### src/rtl/core/mbe_pkg.sv
package mbe_pkg;

	localparam int COORD_W = 12;
	localparam int Z_W = 64;
	localparam int STEP_W = 63;
	localparam int SIZE_W = 13;
	localparam int LEVEL_W = 8;
	localparam int INDEX_W = 3;
	localparam int OFF_W = 13;
	localparam int PROD_W = 128;
	localparam int SAT_W = 78;
	localparam int ESC_BIT = 120;
	localparam int QUEUE_DEPTH = 2;

	localparam logic [INDEX_W-1:0] REG_CENTER_X = 3'd0;
	localparam logic [INDEX_W-1:0] REG_CENTER_Y = 3'd1;
	localparam logic [INDEX_W-1:0] REG_PIXEL_STEP = 3'd2;
	localparam logic [INDEX_W-1:0] REG_VIEW_WIDTH = 3'd3;
	localparam logic [INDEX_W-1:0] REG_VIEW_HEIGHT = 3'd4;

	localparam logic [Z_W-1:0] CENTER_RESET = 64'd0;
	localparam logic [STEP_W-1:0] STEP_RESET = 63'd5764607523034235;
	localparam logic [SIZE_W-1:0] WIDTH_RESET = 13'd640;
	localparam logic [SIZE_W-1:0] HEIGHT_RESET = 13'd480;
	localparam logic [LEVEL_W-1:0] LEVEL_TOP = 8'd255;

	typedef struct packed {
		logic [Z_W-1:0] center_x;
		logic [Z_W-1:0] center_y;
		logic [STEP_W-1:0] pixel_step;
		logic [SIZE_W-1:0] view_width;
		logic [SIZE_W-1:0] view_height;
	} cfg_t;

	typedef struct packed {
		logic [Z_W-1:0] cx;
		logic [Z_W-1:0] cy;
	} point_t;

	// Clamps a signed value to the signed 64-bit range.
	function automatic logic [Z_W-1:0] sat_q(input logic [SAT_W-1:0] v);
		if (v[SAT_W-1:Z_W-1] == {(SAT_W-Z_W+1){v[Z_W-1]}}) begin
			return v[Z_W-1:0];
		end
		return v[SAT_W-1] ? {1'b1, {(Z_W-1){1'b0}}} : {1'b0, {(Z_W-1){1'b1}}};
	endfunction

endpackage

### src/rtl/core/mbe_fifo.sv
module mbe_fifo (
	input  logic             clk,
	input  logic             arst_n,
	input  logic             wr_en,
	input  mbe_pkg::point_t  wr_data,
	output logic             wr_full,
	input  logic             rd_en,
	output mbe_pkg::point_t  rd_data,
	output logic             rd_empty
);

	localparam int PTR_W = $clog2(mbe_pkg::QUEUE_DEPTH);
	localparam int CNT_W = $clog2(mbe_pkg::QUEUE_DEPTH + 1);

	mbe_pkg::point_t mem_q [mbe_pkg::QUEUE_DEPTH];
	logic [PTR_W-1:0] wr_ptr_q, rd_ptr_q;
	logic [CNT_W-1:0] count_q;
	logic do_wr, do_rd;

	assign wr_full = (count_q == CNT_W'(mbe_pkg::QUEUE_DEPTH));
	assign rd_empty = (count_q == '0);
	assign do_wr = wr_en && !wr_full;
	assign do_rd = rd_en && !rd_empty;
	assign rd_data = mem_q[rd_ptr_q];

	always_ff @(posedge clk or negedge arst_n) begin
		if (!arst_n) begin
			wr_ptr_q <= '0;
			rd_ptr_q <= '0;
			count_q <= '0;
		end else begin
			if (do_wr) begin
				wr_ptr_q <= (wr_ptr_q == PTR_W'(mbe_pkg::QUEUE_DEPTH - 1)) ? '0 : wr_ptr_q + 1'b1;
			end
			if (do_rd) begin
				rd_ptr_q <= (rd_ptr_q == PTR_W'(mbe_pkg::QUEUE_DEPTH - 1)) ? '0 : rd_ptr_q + 1'b1;
			end
			if (do_wr && !do_rd) begin
				count_q <= count_q + 1'b1;
			end else if (do_rd && !do_wr) begin
				count_q <= count_q - 1'b1;
			end
		end
	end

	always_ff @(posedge clk) begin
		if (do_wr) begin
			mem_q[wr_ptr_q] <= wr_data;
		end
	end

endmodule

### config.mk
export PLATFORM = sky130hd
export DESIGN_NAME = mbe_fifo
export DESIGN_NICKNAME = d
export VERILOG_FILES = /design/src/rtl/core/mbe_pkg.sv /design/src/rtl/core/mbe_fifo.sv
export SDC_FILE = /design/constraint.sdc
export NUM_CORES = 1
export LEC_CHECK = 0
export ABC_AREA = 1
export BUFFER_PORTS_ARGS = -buffer_cell sky130_fd_sc_hd__buf_2
export CORE_ASPECT_RATIO = 0.6
export CORE_MARGIN = 5
export CORE_UTILIZATION = 40
export DETAILED_ROUTE_END_ITERATION = 10
export GPL_TIMING_DRIVEN = 0
export PLACE_DENSITY = 0.71
export SYNTH_ARGS = -nofsm -noshare
export SYNTH_HDL_FRONTEND = slang
export SYNTH_SLANG_ARGS = --single-unit
### constraint.sdc
create_clock -name clk -period 7.55 [get_ports clk]
set_clock_uncertainty 0.15 [all_clocks]
set_input_delay 0 -clock clk [delete_from_list [all_inputs] [get_ports clk]]
set_output_delay 0 -clock clk [all_outputs]
set_load 0.01 [all_outputs]
# == After elaboration in Yosys (flattened, before gate mapping) ==
# Memory sizes are Yosys's and may differ from the RTL's.
# Cells that the tools add are included.
# word_totals
reg_bits,4
ramBits,256
in_bits,132
output_inout_bits,130
wordCells,25
n_memories,1
# classes
n_addsub,4
eq_ne,1
n_mux,6
reduce_logical,10
# memory_table
name,depth,width,read_ports,rd_clocked_by_memory_dff,write_ports,line,rtl
mem_q,2,128,1,0,1,mbe_fifo.sv:15,mbe_pkg::point_t mem_q [mbe_pkg::QUEUE_DEPTH];
# ops
op,n
logical AND 1 bit,4
zero test 1 bit,4
two-way mux 1 bit,4
two-way mux 2 bit,2
"adder 1 bit, second input constant",2
"adder 2 x 1 -> 2 bit, second input constant",1
"equality test 2 bit, second input constant",1
zero test 2 bit,1
nonzero test 2 bit,1
"subtractor 2 x 1 -> 2 bit, second input constant",1

# == Logic depth before layout (Yosys ltp) ==
# Gate-level depths: netlist (run 1).
# depth
depth_word,7
ltp_mapped,9

# == Worst setup path before layout (run 1) ==
# No wires, ideal clock.
# synth_timing
path_kind,register to register
startpoint,reg count_q[1]
endpoint,"mem mem_q[1][0] in the netlist's numbering, enable pin"
setup_ps,617
t_arrival_ps,5886
t_required_ps,6783
setup_slack_ps,897
path_stages_with_launch,4
n_path_buf,0
period_less_slack_ps,6653
cell_sequence,dfrtp_1 inv_1 o21ai_0 nor2_1
# synth_between
elab_chain_cells,5
# synth_rtl
element,line,rtl
start: declaration,mbe_fifo.sv:17,logic [CNT_W-1:0] count_q;
start signal: assignment,mbe_fifo.sv:39,count_q <= count_q + 1'b1;
start signal: assignment,mbe_fifo.sv:41,count_q <= count_q - 1'b1;
equality test 2 bit,mbe_fifo.sv:20,assign wr_full = (count_q == CNT_W'(mbe_pkg::QUEUE_DEPTH));
zero test 1 bit,mbe_fifo.sv:22,assign do_wr = wr_en && !wr_full;
logical AND 1 bit,mbe_fifo.sv:22,
two-way mux 1 bit,mbe_fifo.sv:47,if (do_wr) begin
two-way mux 1 bit (implied by the code),mbe_fifo.sv:48,mem_q[wr_ptr_q] <= wr_data;
end: declaration,mbe_fifo.sv:15,
# No other way between the ends.

# == Final worst setup path (run 1) ==
# layout_timing
startpoint,reg count_q[0]
endpoint,"mem mem_q[1][39] in the netlist's numbering, enable pin"
# The elaborated chain is that of the path after synthesis.

==> results.md, run 1 <==
- Most used cells in the layout excluding fill and tap cells: nand2_1, buf_2, edfxtp_1, dlygate4sd3_1, clkbuf_16
- Total overflow reported by the global router: 0
- Routed wire length: 23700 microns
- Delay contributed by the slowest stage of the critical path: 0.47 ns
- Count of yosys warnings during synthesis: 0
- Total of endpoints with negative setup slack in the final report: 0
- Clock Root Buffer: clkbuf_16
- Largest driver fanout on the critical path: 31
- GRT Overall Usage: 17.1%
- Antenna-violating nets left: 0
- I/O pins: 262
- Final worst hold slack: 0.0486 ns
- Die Area: 27000 sq um
- Initial Utilization: 40.9%
- Fraction of the cycle the final worst path needs: 31.1%
- Antenna violations before repair: 0
- Number of buffers added by the clock tree synthesis step: 25
- Global-route wire length before repair: 36200 microns
- Count of buffers from port buffering: 261
- Measured slew at the worst slew-check pin: 0.512 ns
- Commonest non-fill, non-tap cell in the layout: nand2_1
- Later-pin clock latency in the skew report: 0.52 ns
- TritonCTS Sinks: 260
- Number of pins exceeding their max-slew limit in the final report: 0
- Syn_area_per_cell: 13.6 sq um
- Average wire length per cell after detail routing: 16.2 microns
- Status: finished, final reports clean
- Setup repair after global routing missed its margin: no
- Power after layout: 4850 uW
- Floorplan core area: 23200 sq um
- Leakage: 0.00577 uW
- Type of the worst setup path: reg2reg
- Vias in the first global route: 6572
- Power density normalized to cell area: 362 nW/um^2
- Routability cong.: 0.803
- Critical path required time: 7.60 ns
- Placed insts: 1281
- Largest net degree at the start of global routing: 86
- Clock edge transition at the registers on the reported setup and hold paths: 0.07 ns
- Drt first pass iters: 4
- CP startpoint: count_q[0]$_DFFE_PN0P_
- Final HPWL DP: 14900 microns
- Crit-path cells: o21ai_0, nor2_4, buf_12, buf_12, buf_12
- Crit end category: register
- CTS H-tree lvls: 1
- Post-synthesis sequential element count: 260
- Critical register-to-register path startpoint: count_q[0]$_DFFE_PN0P_
- Vias after detailed routing: 6547
- Fraction of the yosys area taken by sequential cells: 82.0%
- Number of hold violations in the final report: 0
- Cell row count: 43
- Fill cell total of the finished layout: 1819
- Worst slew margin relative to its limit: 65.9%
- Vertical die dimension: 129 microns
- Beginning of the worst hold path: wr_data[81]
- Cell occurring most often along the worst timing path: buf_12
- Die extent in x: 209 microns
- Layout cell share with drive strength beyond 1: 29.2%
- Post-layout min period: 2.35 ns
- Number of vias per cell after detailed routing: 4.49
- Maximum resistive drop on vdd: 0.231 mV
- Maximum root-to-sink buffer count: 3
- Final #Nets: 1258
- Number of standard cells in the final layout excluding fillers: 1458
- Max Clock Freq: 426 MHz
- Master of the slowest instance on the critical path: dfrtp_1
- Net count after synthesis: 833
- Worst min-delay path category: in2reg
- Clock tree from TritonCTS: done
- Area added between synthesis and finish: 41.0%
- Max_cap viols: 0
- Arrival @ worst endpoint: 2.40 ns
- Number of unique standard cell types used by synthesis: 15
- Final routed DRC violation total: 0
- Number of instances in the synthesized netlist: 700
- Mapped cell area: 9500 sq um
- Initial drt markers: 307
- Category of the worst setup path launch point: register
-- critical path, delay by kind of cell (launching register included) --
kind                   cells  cell delay, ns
buffers and inverters      3            0.73
DFF                        1            0.47
and+or+nand+nor            1            0.43
AOI/OAI and AO/OA          1            0.22
-- flip-flops by register name, summed over array words and instances, names as in the netlist --
signal,flops
wr_ptr_q,1
mem_q,256
rd_ptr_q,1
count_q,2
-- synth_stat cells --
cell      number  area share [%]
buf_2         25             1.3
o21ai_0        2            0.11
nand3_1        1           0.053
nand4_1        1           0.066
dfrtp_1        4             1.1
nor2_1         4            0.16
buf_4          2            0.16
inv_2          1           0.039
inv_1          7            0.28
xnor2_1        1           0.092
clkbuf_1       1           0.039
nand2_1      393              16
edfxtp_1     256              81
ha_1           1            0.13
nand3b_1       1           0.079
-- kinds of logic after synthesis --
| logic type | count (synthesis) | share of synthesized area [%] |
|---|---|---|
| AO/OA/AOI/OAI | 2 | 0.105 |
| XOR/XNOR | 1 | 0.0922 |
| adder cells (fa/ha/maj) | 1 | 0.132 |
| buffers and inverters | 36 | 1.83 |
| flip-flops | 260 | 82.0 |
| AND/OR/NAND/NOR | 400 | 15.9 |
-- metrics by stage --
| stage | setup slack (ns) | util, % | setup TNS [ns] | instance area, sq um |
|---|---|---|---|---|
| floorplan | 0.897 | - | 0 | 9500 |
| global placement | -2.34 | 48.2 | -297.94 | 11200 |
| detailed placement | 5.20 | 48.7 | 0 | 11300 |
| CTS | 5.18 | 57.6 | 0 | 13400 |
| global route | 5.06 | 57.6 | 0 | 13400 |
| finish | 5.20 | 57.6 | 0 | 13400 |
-- worst paths after layout --
path | to | cells after the start | slack (ns)
hold / removal | mem_q[0][81]$_DFFE_PP_ | 2 | 0.05
setup reg to reg | mem_q[1][39]$_DFFE_PP_ | 5 | 5.20
min in group asynchronous | rd_ptr_q$_DFFE_PN0P_ | 3 | 0.27
setup / recovery | mem_q[1][39]$_DFFE_PP_ | 5 | 5.20
max in group asynchronous | count_q[1]$_DFFE_PN0P_ | 3 | 6.79
hold reg to reg | wr_ptr_q$_DFFE_PN0P_ | 2 | 0.34
-- per-layer routing --
metal | vias to the layer above | routed length, microns | part of all wire (%) | global-route usage, %
met5 | - | 0 | 0 | 0
met3 | 32 | 2070 | 8.7 | 5.56
met1 | 3058 | 10000 | 42 | 22.3
met2 | 241 | 11200 | 47 | 28.6
li1 | 3216 | - | - | -
met4 | 0 | 372 | 1.6 | 3.37
-- where the power goes --
part	leakage, uW	internal (uW)	switching (uW)
clock	0.000368	642	512
sequential	0.00243	1960	74.1
combinational	0.00298	562	1090
total	0.00577	3170	1680
-- repair_timing --
item | CTS | global route
hold endpoints to repair | 275 | 0
hold buffers | 132 | 0
resized for setup | 0 | 0
setup buffers | 0 | 0
-- cell type report --
type | instances | area, sq um | share of cell area (%)
antenna | 1 | 2.50 | 0.0187
buffer | 28 | 144 | 1.07
clock buffer | 28 | 637 | 4.75
clock inverter | 16 | 113 | 0.841
inverter | 8 | 35.0 | 0.262
multi-input combinational | 404 | 1550 | 11.6
sequential | 260 | 7790 | 58.1
tap | 315 | 394 | 2.94
timing repair buffer | 398 | 2740 | 20.4
Power figures use the tool's default switching activity.
==> run 2: changes to the inputs <==
Clock period 7.55 ns to 2.4 ns, I/O delays scaled along.
==> results.md, run 2 (same netlist as run 1, synthesis figures left out) <==
- Initial drt markers: 345
- I/O pins: 262
- Clock edge transition at the registers on the reported setup and hold paths: 0.07 ns
- Layout cell share with drive strength beyond 1: 29.5%
- Clock Root Buffer: clkbuf_16
- Vias after detailed routing: 6616
- TritonCTS Sinks: 260
- Largest net degree at the start of global routing: 35
- Final #Nets: 1261
- Critical Path Sink: mem_q[1][35]$_DFFE_PP_
- Crit-path cells: inv_2, o21ai_2, nor2_4, buf_16, buf_12, buf_12
- Number of hold violations in the final report: 0
- Largest driver fanout on the critical path: 32
- Delay contributed by the slowest stage of the critical path: 0.41 ns
- Vias in the first global route: 6580
- Critical register-to-register path startpoint: count_q[1]$_DFFE_PN0P_
- Die extent in x: 209 microns
- Power density normalized to cell area: 1130 nW/um^2
- Routability cong.: 0.815
- Initial Utilization: 40.9%
- Internal reg-to-reg setup slack: 0.15 ns
- Category of the worst setup path launch point: register
- Critical path required time: 2.45 ns
- Cell depth of the worst setup path: 6
- Post-CTS setup buffers: 0
- Number of pins exceeding their max-slew limit in the final report: 0
- Area occupied by registers: 7790 sq um
- Status: finished, final reports clean
- Number of buffers added by the clock tree synthesis step: 24
- Average wire length per cell after detail routing: 16.4 microns
- Routed wire length: 24000 microns
- Master of the slowest instance on the critical path: dfrtp_1
- Number of vias per cell after detailed routing: 4.53
- Die Area: 27000 sq um
- Worst min-delay path category: in2reg
- CTS H-tree lvls: 1
- Maximum root-to-sink buffer count: 3
- Worst slew margin relative to its limit: 52.2%
- Measured slew at the worst slew-check pin: 0.713 ns
- Global-route wire length before repair: 36300 microns
- Post-layout min period: 2.25 ns
- Met1 routing resource usage after global routing: 22.4%
- Total overflow reported by the global router: 0
- Leakage: 0.00578 uW
- Worst Path Buf+Inv: 4
- Cell occurring most often along the worst timing path: buf_12
- CP startpoint: count_q[1]$_DFFE_PN0P_
- Setup repair after global routing missed its margin: no
- GRT Overall Usage: 17.2%
- Commonest non-fill, non-tap cell in the layout: nand2_1
- Final routed DRC violation total: 0
- Register with the most flip-flops: mem_q
- Utilization after layout: 57.9%
- Total of endpoints with negative setup slack in the final report: 0
- Antenna-violating nets left: 0
- Fill cell total of the finished layout: 1787
- Dominant delay contributor by cell family on the critical path: buffers and inverters
- Drt first pass iters: 7
- Vertical die dimension: 129 microns
- Setup TNS: 0 ns
- GR met3 Demand/Resource: 4.69%
- R2R cell count: 6
- Crit end category: register
- Cell row count: 43
- Reg2Reg Capture Point: mem_q[1][35]$_DFFE_PP_
- Number of flip-flops in the largest register: 256
- Later-pin clock latency in the skew report: 0.52 ns
- Fraction of the cycle the final worst path needs: 93.7%
- Final HPWL DP: 15200 microns
- Max_cap viols: 0
- Max Clock Freq: 444 MHz
- Global routing usage on met2: 29.5%
- Clock tree from TritonCTS: done
- Antenna violations before repair: 2
- Type of the worst setup path: reg2reg
- Maximum resistive drop on vdd: 0.707 mV
- GR peak layer: met2
- Floorplan core area: 23200 sq um
- Multi-input logic area: 1570 sq um
- Arrival @ worst endpoint: 2.30 ns
- Registers with the most flip-flops: mem_q: 256 flops, count_q: 2 flops
- Most used cells in the layout excluding fill and tap cells: nand2_1, buf_2, edfxtp_1, dlygate4sd3_1, clkbuf_16
- Area added between synthesis and finish: 41.5%
- Count of buffers from port buffering: 261
- Count of cells resized by post-cts repair: 0
## run 2: routing by layer
layer	share of wire, %	vias to the layer above
li1	-	3216
met1	42	3126
met2	48	245
met3	8.1	29
met4	1.9	0
met5	0	-
## run 2: worst min path at each step
stage            startpoint                 endpoint  slack (ns)  cells after the start
2_1_floorplan        arst_n   count_q[0]$_DFFE_PN0P_       -0.45                      0
3_3_place_gp         arst_n     rd_ptr_q$_DFFE_PN0P_       -0.33                      1
3_5_place_dp         arst_n   count_q[1]$_DFFE_PN0P_       -0.33                      1
4_1_cts         wr_data[77]   mem_q[1][77]$_DFFE_PP_        0.02                      2
5_1_grt         wr_data[88]   mem_q[0][88]$_DFFE_PP_        0.03                      2
6_report       wr_data[103]  mem_q[0][103]$_DFFE_PP_        0.05                      2
## run 2: per-stage QoR
stage	hold WS, ns	worst slack (ns)	power (uW)	instances	cell area [sq um]
after detailed placement	-0.329	-0.00299	11600	1283	11400
after CTS	0.0232	0.0212	15400	1459	13400
after global placement	-0.334	-1.92	11500	1276	11200
after floorplan	-0.446	-0.730	9290	700	9530
final	0.0466	0.150	15200	1462	13400
after global routing	0.0263	0.0754	16200	1462	13400
## run 2: what timing repair did
item	in CTS	in global routing
pin swaps	1	1
endpoints found under the setup margin	41	31
hold buffers	132	0
endpoints found under the hold margin	283	0
cloned	1	1
## run 2: area by class of cell
type / instances / share of cell area (%)
Sequential cell: 260 / 57.9
Timing Repair Buffer: 400 / 20.6
Multi-Input combinational cell: 405 / 11.7
Clock buffer: 28 / 4.74
Tap cell: 315 / 2.93
Buffer: 28 / 1.07
Clock inverter: 15 / 0.698
Inverter: 8 / 0.251
Timing Repair inverter: 1 / 0.0372
Antenna cell: 2 / 0.0372
## run 2: where the power goes
group	total [uW]	leakage (uW)	switching, uW	internal [uW]
clock	3550	0.000362	1550	2000
sequential	6420	0.00243	241	6180
combinational	5280	0.00299	3460	1820
total	15200	0.00578	5250	10000
